--- config.mk ---
export PLATFORM = sky130hd
export DESIGN_NAME = usb_config_descriptor_parser_unit
export DESIGN_NICKNAME = d
export VERILOG_FILES = /design/src/rtl/ucdp_pkg.sv /design/src/rtl/ucdp_core.sv /design/src/rtl/usb_config_descriptor_parser_unit.sv
export SDC_FILE = /design/constraint.sdc
export NUM_CORES = 1
export LEC_CHECK = 0
export BUFFER_PORTS_ARGS = -buffer_cell sky130_fd_sc_hd__buf_2
export CORE_ASPECT_RATIO = 0.6
export CORE_UTILIZATION = 40
export CTS_CLUSTER_DIAMETER = 50
export CTS_CLUSTER_SIZE = 16
export DETAILED_ROUTE_END_ITERATION = 8
export HOLD_SLACK_MARGIN = 0.1
export PLACE_DENSITY = 0.64
export SYNTH_ARGS = -nofsm -noshare
export SYNTH_HDL_FRONTEND = slang
export SYNTH_SLANG_ARGS = --single-unit
--- constraint.sdc ---
create_clock -name aclk -period 6.5 [get_ports aclk]
set_clock_uncertainty 0.2 [all_clocks]
set_input_delay 0 -clock aclk [delete_from_list [all_inputs] [get_ports aclk]]
set_output_delay 0 -clock aclk [all_outputs]
set_load 0.01 [all_outputs]
--- src/rtl/ucdp_pkg.sv ---
// Types and constants of the USB configuration descriptor parser.
`timescale 1ns / 1ps
package ucdp_pkg;

    localparam logic [7:0] KIND_INTERFACE = 8'd4;
    localparam logic [7:0] KIND_ENDPOINT  = 8'd5;
    localparam logic [1:0] XFER_INTERRUPT = 2'd3;
    localparam logic [7:0] IF_MIN_LEN     = 8'd9;
    localparam logic [7:0] EP_MIN_LEN     = 8'd7;
    localparam logic [7:0] DESC_MIN_LEN   = 8'd2;

    localparam logic [1:0] STATUS_COMPLETE  = 2'd0;
    localparam logic [1:0] STATUS_STOPPED   = 2'd1;
    localparam logic [1:0] STATUS_TRUNCATED = 2'd2;

    localparam logic [1:0] CFG_DEVICE_CLASS    = 2'd0;
    localparam logic [1:0] CFG_DEVICE_SUBCLASS = 2'd1;
    localparam logic [1:0] CFG_DEVICE_PROTOCOL = 2'd2;

    localparam int TDATA_OUT_W = 56;

    // One byte request handed to the parser core.
    typedef struct packed {
        logic       fire;
        logic       last;
        logic [7:0] data;
    } step_t;

    // Starting codes from the configuration registers.
    typedef struct packed {
        logic [7:0] protocol_code;
        logic [7:0] sub_class;
        logic [7:0] base_class;
    } codes_t;

    typedef struct packed {
        logic [1:0]  parse_status;
        logic        endpoint_found;
        logic [15:0] endpoint_max_packet;
        logic [7:0]  endpoint_interval;
        logic [3:0]  endpoint_number;
        logic [7:0]  protocol_code;
        logic [7:0]  sub_class;
        logic [7:0]  base_class;
    } result_t;

endpackage

--- src/rtl/ucdp_core.sv ---
// Parser state and per-byte next-state logic of the descriptor parser.
`timescale 1ns / 1ps
module ucdp_core #(
    parameter int MAX_BYTES = 255,
    parameter int CNT_W     = 8
) (
    input  logic             aclk,
    input  logic             aresetn,
    input  ucdp_pkg::step_t  step,
    input  ucdp_pkg::codes_t cfg_codes,
    output ucdp_pkg::result_t res
);
    import ucdp_pkg::*;

    logic [CNT_W-1:0] count_reg, count_next;
    logic [7:0]       pos_reg, pos_next;
    logic [7:0]       len_reg, len_next;
    logic [7:0]       kind_reg, kind_next;
    logic [4:0][7:0]  fb_reg, fb_next;
    logic             stop_reg, stop_next;
    codes_t           codes_reg, codes_next;
    logic [3:0]       ep_num_reg, ep_num_next;
    logic [7:0]       ep_int_reg, ep_int_next;
    logic [15:0]      ep_mps_reg, ep_mps_next;
    logic             ep_ok_reg, ep_ok_next;

    logic       first;
    logic [7:0] pos_b;
    logic       stop_b;
    logic       take;
    logic       fin;
    logic [2:0] fb_idx;

    always_comb begin
        first  = (count_reg == '0);
        pos_b  = first ? 8'd0 : pos_reg;
        stop_b = first ? 1'b0 : stop_reg;
        take   = (count_reg < CNT_W'(MAX_BYTES)) && !stop_b;
        fb_idx = 3'd0;
        fin    = 1'b0;

        len_next  = len_reg;
        kind_next = kind_reg;
        fb_next   = fb_reg;
        pos_next  = pos_b;
        stop_next = stop_b;

        // stream start loads the codes and clears the endpoint record
        codes_next  = first ? cfg_codes : codes_reg;
        ep_num_next = first ? 4'd0 : ep_num_reg;
        ep_int_next = first ? 8'd0 : ep_int_reg;
        ep_mps_next = first ? 16'd0 : ep_mps_reg;
        ep_ok_next  = first ? 1'b0 : ep_ok_reg;

        if (take) begin
            if (pos_b == 8'd0) begin
                len_next = step.data;
                pos_next = 8'd1;
            end else if (pos_b == 8'd1 && len_reg < DESC_MIN_LEN) begin
                kind_next = step.data;
                stop_next = 1'b1;
            end else begin
                if (pos_b == 8'd1) begin
                    kind_next = step.data;
                end else if (kind_reg == KIND_INTERFACE && (pos_b inside {[8'd5:8'd7]})) begin
                    fb_idx = pos_b[2:0] - 3'd5;
                    fb_next[fb_idx] = step.data;
                end else if (kind_reg == KIND_ENDPOINT && pos_b <= 8'd6) begin
                    fb_idx = pos_b[2:0] - 3'd2;
                    fb_next[fb_idx] = step.data;
                end
                if (({1'b0, pos_b} + 9'd1) == {1'b0, len_reg}) begin
                    fin      = 1'b1;
                    pos_next = 8'd0;
                end else begin
                    pos_next = pos_b + 8'd1;
                end
            end
        end

        // act on a descriptor once its last byte is in
        if (fin) begin
            if (kind_next == KIND_INTERFACE && len_next >= IF_MIN_LEN &&
                codes_next.base_class == 8'd0) begin
                codes_next.base_class    = fb_next[0];
                codes_next.sub_class     = fb_next[1];
                codes_next.protocol_code = fb_next[2];
            end
            if (kind_next == KIND_ENDPOINT && len_next >= EP_MIN_LEN &&
                fb_next[1][1:0] == XFER_INTERRUPT && fb_next[0][7]) begin
                ep_num_next = fb_next[0][3:0];
                ep_mps_next = {fb_next[3], fb_next[2]};
                ep_int_next = fb_next[4];
                ep_ok_next  = 1'b1;
            end
        end

        res.base_class          = codes_next.base_class;
        res.sub_class           = codes_next.sub_class;
        res.protocol_code       = codes_next.protocol_code;
        res.endpoint_number     = ep_num_next;
        res.endpoint_interval   = ep_int_next;
        res.endpoint_max_packet = ep_mps_next;
        res.endpoint_found      = ep_ok_next;
        if (stop_next) begin
            res.parse_status = STATUS_STOPPED;
        end else if (pos_next != 8'd0) begin
            res.parse_status = STATUS_TRUNCATED;
        end else begin
            res.parse_status = STATUS_COMPLETE;
        end

        if (step.last) begin
            count_next = '0;
        end else if (count_reg < CNT_W'(MAX_BYTES)) begin
            count_next = count_reg + CNT_W'(1);
        end else begin
            count_next = count_reg;
        end
    end

    always_ff @(posedge aclk) begin
        if (!aresetn) begin
            count_reg  <= '0;
            pos_reg    <= 8'd0;
            stop_reg   <= 1'b0;
            len_reg    <= 8'd0;
            kind_reg   <= 8'd0;
            fb_reg     <= '0;
            codes_reg  <= '0;
            ep_num_reg <= 4'd0;
            ep_int_reg <= 8'd0;
            ep_mps_reg <= 16'd0;
            ep_ok_reg  <= 1'b0;
        end else if (step.fire) begin
            count_reg  <= count_next;
            // end of stream clears position and stop flag
            pos_reg    <= step.last ? 8'd0 : pos_next;
            stop_reg   <= step.last ? 1'b0 : stop_next;
            len_reg    <= len_next;
            kind_reg   <= kind_next;
            fb_reg     <= fb_next;
            codes_reg  <= codes_next;
            ep_num_reg <= ep_num_next;
            ep_int_reg <= ep_int_next;
            ep_mps_reg <= ep_mps_next;
            ep_ok_reg  <= ep_ok_next;
        end
    end

endmodule

--- src/rtl/usb_config_descriptor_parser_unit.sv ---
// Top level of the USB configuration descriptor parser.
//
//  channel | direction | handshake          | payload
//  --------+-----------+--------------------+-------------------------------------
//  s_      | in        | s_tvalid/s_tready  | s_tdata data_byte, s_tlast last_byte
//  m_      | out       | m_tvalid/m_tready  | m_tdata result, one per stream
//  cfg_    | in        | cfg_valid/cfg_ready| cfg_index, cfg_data
//
// One byte a cycle unless a held result stalls the last byte: a byte waits in the
// input register, then the parser core updates its state and, on the last byte,
// the result register, whose valid flag drives m_tvalid.
// A result waiting in the output register stalls only a following last byte.
// Reset (aresetn low, synchronous) clears all state but the input data and result
// registers; configuration is taken at the first byte of each stream.
`timescale 1ns / 1ps
module usb_config_descriptor_parser_unit #(
    parameter int MAX_BYTES = 255
) (
    input  logic        aclk,
    input  logic        aresetn,
    input  logic        s_tvalid,
    output logic        s_tready,
    input  logic [7:0]  s_tdata,   // [7:0] data_byte
    input  logic        s_tlast,   // last_byte
    output logic        m_tvalid,
    input  logic        m_tready,
    // [7:0] base class, [15:8] subclass, [23:16] protocol_code,
    // [27:24] endpoint_number, [35:28] endpoint_interval,
    // [51:36] endpoint_max_packet, [52] endpoint_found, [54:53] parse_status,
    // [55] zero
    output logic [55:0] m_tdata,
    input  logic        cfg_valid,
    output logic        cfg_ready,
    input  logic [1:0]  cfg_index,
    input  logic [7:0]  cfg_data
);
    import ucdp_pkg::*;

    localparam int CNT_W = $clog2(MAX_BYTES + 1);

    logic       in_valid_reg;
    logic [7:0] in_data_reg;
    logic       in_last_reg;
    logic       out_valid_reg;
    result_t    out_res_reg;
    codes_t     cfg_reg;
    logic       advance;
    step_t      step;
    result_t    res;

    assign advance  = in_valid_reg && (!in_last_reg || !out_valid_reg || m_tready);
    assign s_tready = !in_valid_reg || advance;
    assign cfg_ready = 1'b1;

    assign step.fire = advance;
    assign step.last = in_last_reg;
    assign step.data = in_data_reg;

    ucdp_core #(
        .MAX_BYTES(MAX_BYTES),
        .CNT_W    (CNT_W)
    ) u_core (
        .aclk     (aclk),
        .aresetn  (aresetn),
        .step     (step),
        .cfg_codes(cfg_reg),
        .res      (res)
    );

    always_ff @(posedge aclk) begin
        if (!aresetn) begin
            in_valid_reg  <= 1'b0;
            out_valid_reg <= 1'b0;
            cfg_reg       <= '0;
        end else begin
            if (s_tvalid && s_tready) begin
                in_valid_reg <= 1'b1;
            end else if (advance) begin
                in_valid_reg <= 1'b0;
            end
            if (advance && in_last_reg) begin
                out_valid_reg <= 1'b1;
            end else if (m_tready) begin
                out_valid_reg <= 1'b0;
            end
            if (cfg_valid) begin
                case (cfg_index)
                    CFG_DEVICE_CLASS:    cfg_reg.base_class    <= cfg_data;
                    CFG_DEVICE_SUBCLASS: cfg_reg.sub_class     <= cfg_data;
                    CFG_DEVICE_PROTOCOL: cfg_reg.protocol_code <= cfg_data;
                    default: ;
                endcase
            end
        end
    end

    always_ff @(posedge aclk) begin
        if (s_tvalid && s_tready) begin
            in_data_reg <= s_tdata;
            in_last_reg <= s_tlast;
        end
        if (advance && in_last_reg) begin
            out_res_reg <= res;
        end
    end

    assign m_tvalid = out_valid_reg;
    assign m_tdata  = {1'b0, out_res_reg};

endmodule

* Word-level counts from Yosys, hierarchy flattened
Cells that the tools add are included.
** Word-level totals
- Word-level logic and storage cells :: 146
- Output and inout bits :: 59
- Register bits after elaboration :: 216
** Operators by class
- Reductions and logical operators :: 34
- Multiplexer cells :: 55
- Add/sub/neg operators :: 5
- Equality and inequality tests :: 9
- Order comparisons :: 11
** Operator list (number)
- $mux 40 :: 6
- $mux 8 :: 19
- $bwmux 40 :: 2
- $mux 24 :: 3
- $demux 8 s3 :: 2
- $mux 16 :: 3
- $eq 8x3->1 const B :: 4
- $logic_not 8->1 :: 3
- $add 8x1->8 const B :: 2
- $ge 8x3->1 const B :: 2
- $le 8x3->1 const B :: 2
- $mux 1 :: 16
- $logic_and 1x1->1 :: 15
- $mux 4 :: 3
- $add 8x1->9 const B :: 1
- $eq 9x8->1 :: 1
- $eq 8x1->1 const B :: 1
- $ge 8x4->1 const B :: 1
- $lt 3x4->1 const B :: 2
- $lt 8x2->1 const B :: 1
- $lt 8x8->1 const B :: 1
- $reduce_and 2->1 :: 4
- $reduce_bool 8->1 :: 1
- $ge 3x1->1 const B :: 2
- other kinds (9) :: 17

* Depth between registers and ports, before layout
- Word-level depth :: 19
- Gate-level depth with buffers :: 22

* Cells and area by module
From an unflattened synthesis, not the netlist that was laid out.
** Unflattened totals
- Cell total of the unflattened synthesis :: 1070
- Area, all modules :: 10722.8 um^2
** Modules (own cells, without submodules)
- ucdp_core :: times used 1, cells each 900, sequential area each 2522.4 um^2, area each 7747.4 um^2
- usb_config_descriptor_parser_unit :: times used 1, cells each 170, sequential area each 2442.3 um^2, area each 2975.4 um^2

* Worst setup path after synthesis
Ideal clock, no wire load.
- Kind :: register -> register
- Start :: register u_core.count_reg[0]
- End :: register out_res_reg, in the netlist m_tdata[24], data pin
- Stages on the path, launching flop included :: 22
- Path slack :: 1686 ps
- Clock period less this slack :: 4814 ps
- Arrival :: 4353 ps
- Path buffers :: 7
- Setup time :: 260 ps
- Cells stage by stage :: dfxtp_1 -> inv_1 -> ha_1 -> nand2b_1 -> or3_4 -> buf_6 -> clkbuf_1 -> buf_1 -> clkbuf_1 -> nand2_1 -> ha_1 -> clkbuf_1 -> nor2_1 -> nand2_1 -> o32a_1 -> nor3_1 -> buf_6 -> mux2_4 -> nor4_4 -> a21oi_2 -> buf_2 -> o2bb2ai_1
** RTL lines
- start: declaration :: line ucdp_core.sv:15 : logic [CNT_W-1:0] count_reg, count_next;
- start signal: assignment :: line ucdp_core.sv:136 : count_reg <= count_next;
- end signal: assignment :: line usb_config_descriptor_parser_unit.sv:103 : out_res_reg <= res;
- end: declaration :: line usb_config_descriptor_parser_unit.sv:45 : result_t out_res_reg;

==> results by group <==
Place
  • Placer Congestion: 0.926
  • Place WS: 1460 ps
  • Port Buffers: 80
  • Dpl hpwl: 18.9 mm
  • DP Cell Count: 1445

Timing
  • Final Cycle Share: 0.790
  • Relative slew slack: 0.153
  • Min cycle time layout: 5130 ps
  • Slew Limit Fails: 0
  • # setup viols final: 0
  • Slew @ Worst Pin: 1270 ps
  • RSZ-0062 raised after global routing: false
  • Final Worst Setup Slack: 1370 ps
  • Fmax: 0.195 GHz
  • Hold Fails Final Rpt: 0
  • Setup_tns: 0 ps

Synthesis
  • Synth top area share: 0.282
  • Yosys warnings: 0
  • Mapped Cells: 1089
  • Synth cell types: 75
  • Syn Area/Cell: 9.91 um^2
  • Number of synthesized flops with an enable pin: 64
  • Post-synth ARST share: 0
  • Mapped Area: 10800 um^2
  • Synth Register Bits: 216
  • Mapped Nets: 1117
  • Yosys top cell by area: dfxtp_1
  • Synth top area cells: dfxtp_1 (28%), edfxtp_1 (18%), mux2i_1 (11%), nand3_1 (5.7%), nand2_1 (2.8%)
  • Post-synthesis sequential area ratio: 0.460
  • Primary FF master, synth: dfxtp_1

Hold path
  • Worst Hold Path Cells: 4
  • Worst hold endpoint: cfg_reg[10]
  • Min-delay src: cfg_index[0]
  • Hold Crit Class: input port to register

Final layout
  • Non-filler cells, final: 1515
  • Highest-count cells in the layout ignoring fill and taps: dfxtp_1 (152), mux2i_1 (124), nand3_1 (122)
  • Area Overhead vs Synth: 13.5%
  • Most common cell after layout, fill and taps aside: dfxtp_1
  • Nets@finish: 1170
  • Layout cells sized above 1: 0.143
  • Max reg flops: 55

Route
  • TritonRoute pass-1 iters: 6
  • Drt wl/cell: 19.7 um
  • Drt total wl: 29.8 mm
  • Detailed Route Iter0 Violations: 853
  • DRC: 0
  • Via count: 8775
  • Vias per std cell: 5.79
  • Routed Antenna Nets: 0

Setup path
  • Worst setup path category: register to register
  • Crit. End Element: register
  • Buf+Inv Stages, Crit Path: 3
  • FF-to-FF Start: u_core.count_reg[0]
  • Top delay family on crit path: simple AND/OR/NAND/NOR gates
  • Largest stage delay, worst path: 790 ps
  • Worst path arrival time: 5130 ps
  • Reg2Reg Setup Slack: 1370 ps
  • Reg2reg end: m_tdata[0]
  • Worst-path maximum fanout: 65
  • Critical Path Slowest Stage Cell: or3_4
  • Reg2Reg Depth: 14
  • Critical Path RT: 6500 ps
  • Crit-path cells: inv_1 > ha_1 > nand2b_1 > or3_4 > nand2_1 > ha_1 > nor2b_1 > and2_1 > a21oi_1 > nand3_1 > buf_4 > nand2b_2 > buf_4 > o21ai_0
  • Startpoint types: register

Clock tree
  • Clock tree buffer depth: 3
  • Sink Count: 216
  • Clock Latency Late Sink: 530 ps
  • Htree depth: 1
  • Post_cts resized: 0
  • Post-CTS Setup Bufs: 0
  • Total CTS buffers: 18
  • Clk root buf: clkbuf_16
  • CTS tree: built
  • Clock-pin slew on the worst setup and hold paths: 80 ps

Pwr
  • Peak supply drop: 134 uV
  • Total power per unit cell area: 222 nW/um^2
  • LEAKAGE: 4.36 nW

Floorplan
  • Die width: 214 um
  • Die Area: 27700 um^2
  • Row cnt: 46
  • Core Footprint: 26500 um^2
  • Die H: 129 um
  • # IOs: 83
  • Initial Utilization: 0.408

Global route
  • Grt total ovfl: 0
  • Largest net degree at the start of global routing: 90
  • First-pass GRT wire length: 47.1 mm
  • Vias in the first global route: 8032
  • GRT Resource Usage Total: 0.214
  • Antenna violations before repair: 0

Flow run
  • Max Cap Viol: 0

Run status
  • Outcome: finished clean
-- how the worst max path moves through the flow --
stage / slack, ps / to / startpoint / cells after the start
after global placement: 1560 / m_tdata[0] / u_core.count_reg[0] / 14
after CTS: 1370 / m_tdata[0] / u_core.count_reg[0] / 14
after detailed placement: 1460 / m_tdata[0] / u_core.count_reg[0] / 14
after floorplan: 1690 / m_tdata[24] / u_core.count_reg[0] / 21
after global routing: 980 / m_tdata[0] / u_core.count_reg[0] / 14
final: 1370 / m_tdata[0] / u_core.count_reg[0] / 14
-- routing by layer --
metal | vias up | global-route usage | wire length [um]
met5 | - | 0 | 0
met4 | 0 | 0.0433 | 410
met3 | 35 | 0.0385 | 2250
met2 | 330 | 0.297 | 11800
met1 | 4269 | 0.338 | 15400
li1 | 4141 | - | -
-- cell usage after synthesis, types with 5 or more instances --
cell	n
nand2_1	81
nor4_1	8
o311ai_1	16
buf_1	8
o31ai_1	6
a21oi_1	20
nor2_1	42
o2bb2ai_1	26
nand4_1	6
and2_1	10
nor3_1	13
mux2i_1	124
o211a_1	10
clkbuf_1	71
inv_1	12
edfxtp_1	64
o221ai_2	16
o211ai_1	7
nand2b_1	13
a31oi_1	5
buf_6	7
buf_2	13
dfxtp_1	152
nor2b_1	46
o21a_1	13
and3_1	10
o221ai_1	15
mux2_2	5
a21boi_0	36
nand3_1	122
o21ai_0	37
-- area by class of cell --
cell class | instances | area [um^2]
Clock inverter | 4 | 43.8
Antenna cell | 1 | 2.50
Tap cell | 360 | 450
Clock buffer | 28 | 509
Multi-Input combinational cell | 758 | 5320
Timing Repair Buffer | 136 | 916
Inverter | 12 | 45.0
Fill cell | 2507 | 14200
Sequential cell | 216 | 4960
-- worst min-delay path: cells and delay by family --
family,cells,cell delay (ps)
AND/OR/NAND/NOR,2,520
buffers and inverters,1,110
multiplexers,1,150
-- stage by stage --
stage | hold slack [ps] | instance area (um^2) | total power [mW] | utilization
after floorplan | -101 | 10800 | 1.58 | -
after global placement | -18.7 | 11300 | 1.65 | 0.428
after detailed placement | -20.1 | 11300 | 1.65 | 0.428
after CTS | 102 | 12200 | 2.73 | 0.463
after global routing | 153 | 12200 | 2.81 | 0.463
final | 119 | 12200 | 2.71 | 0.463
-- power breakdown --
group	total [mW]	internal (mW)	switching [mW]
Clock	1.07	0.552	0.523
Combinational	0.204	0.0743	0.130
Sequential	1.43	1.41	0.0273
-- kinds of logic after synthesis --
| kind of cell | Yosys count | synth area share |
|---|---|---|
| flip-flops | 216 | 0.460 |
| multiplexers | 130 | 0.122 |
| adder cells (fa/ha/maj) | 4 | 0.00464 |
| AND/OR/NAND/NOR | 380 | 0.185 |
| buffers and inverters | 115 | 0.0496 |
| other | 2 | 0.000696 |
| XOR/XNOR | 7 | 0.00568 |
| AO/OA/AOI/OAI | 235 | 0.173 |
-- what timing repair did --
item | 4_1_cts | 5_1_grt
hold buffers | 37 | 0
hold endpoints to repair | 76 | 0
endpoints found under the setup margin | 0 | 0
Power figures use the tool's default switching activity.
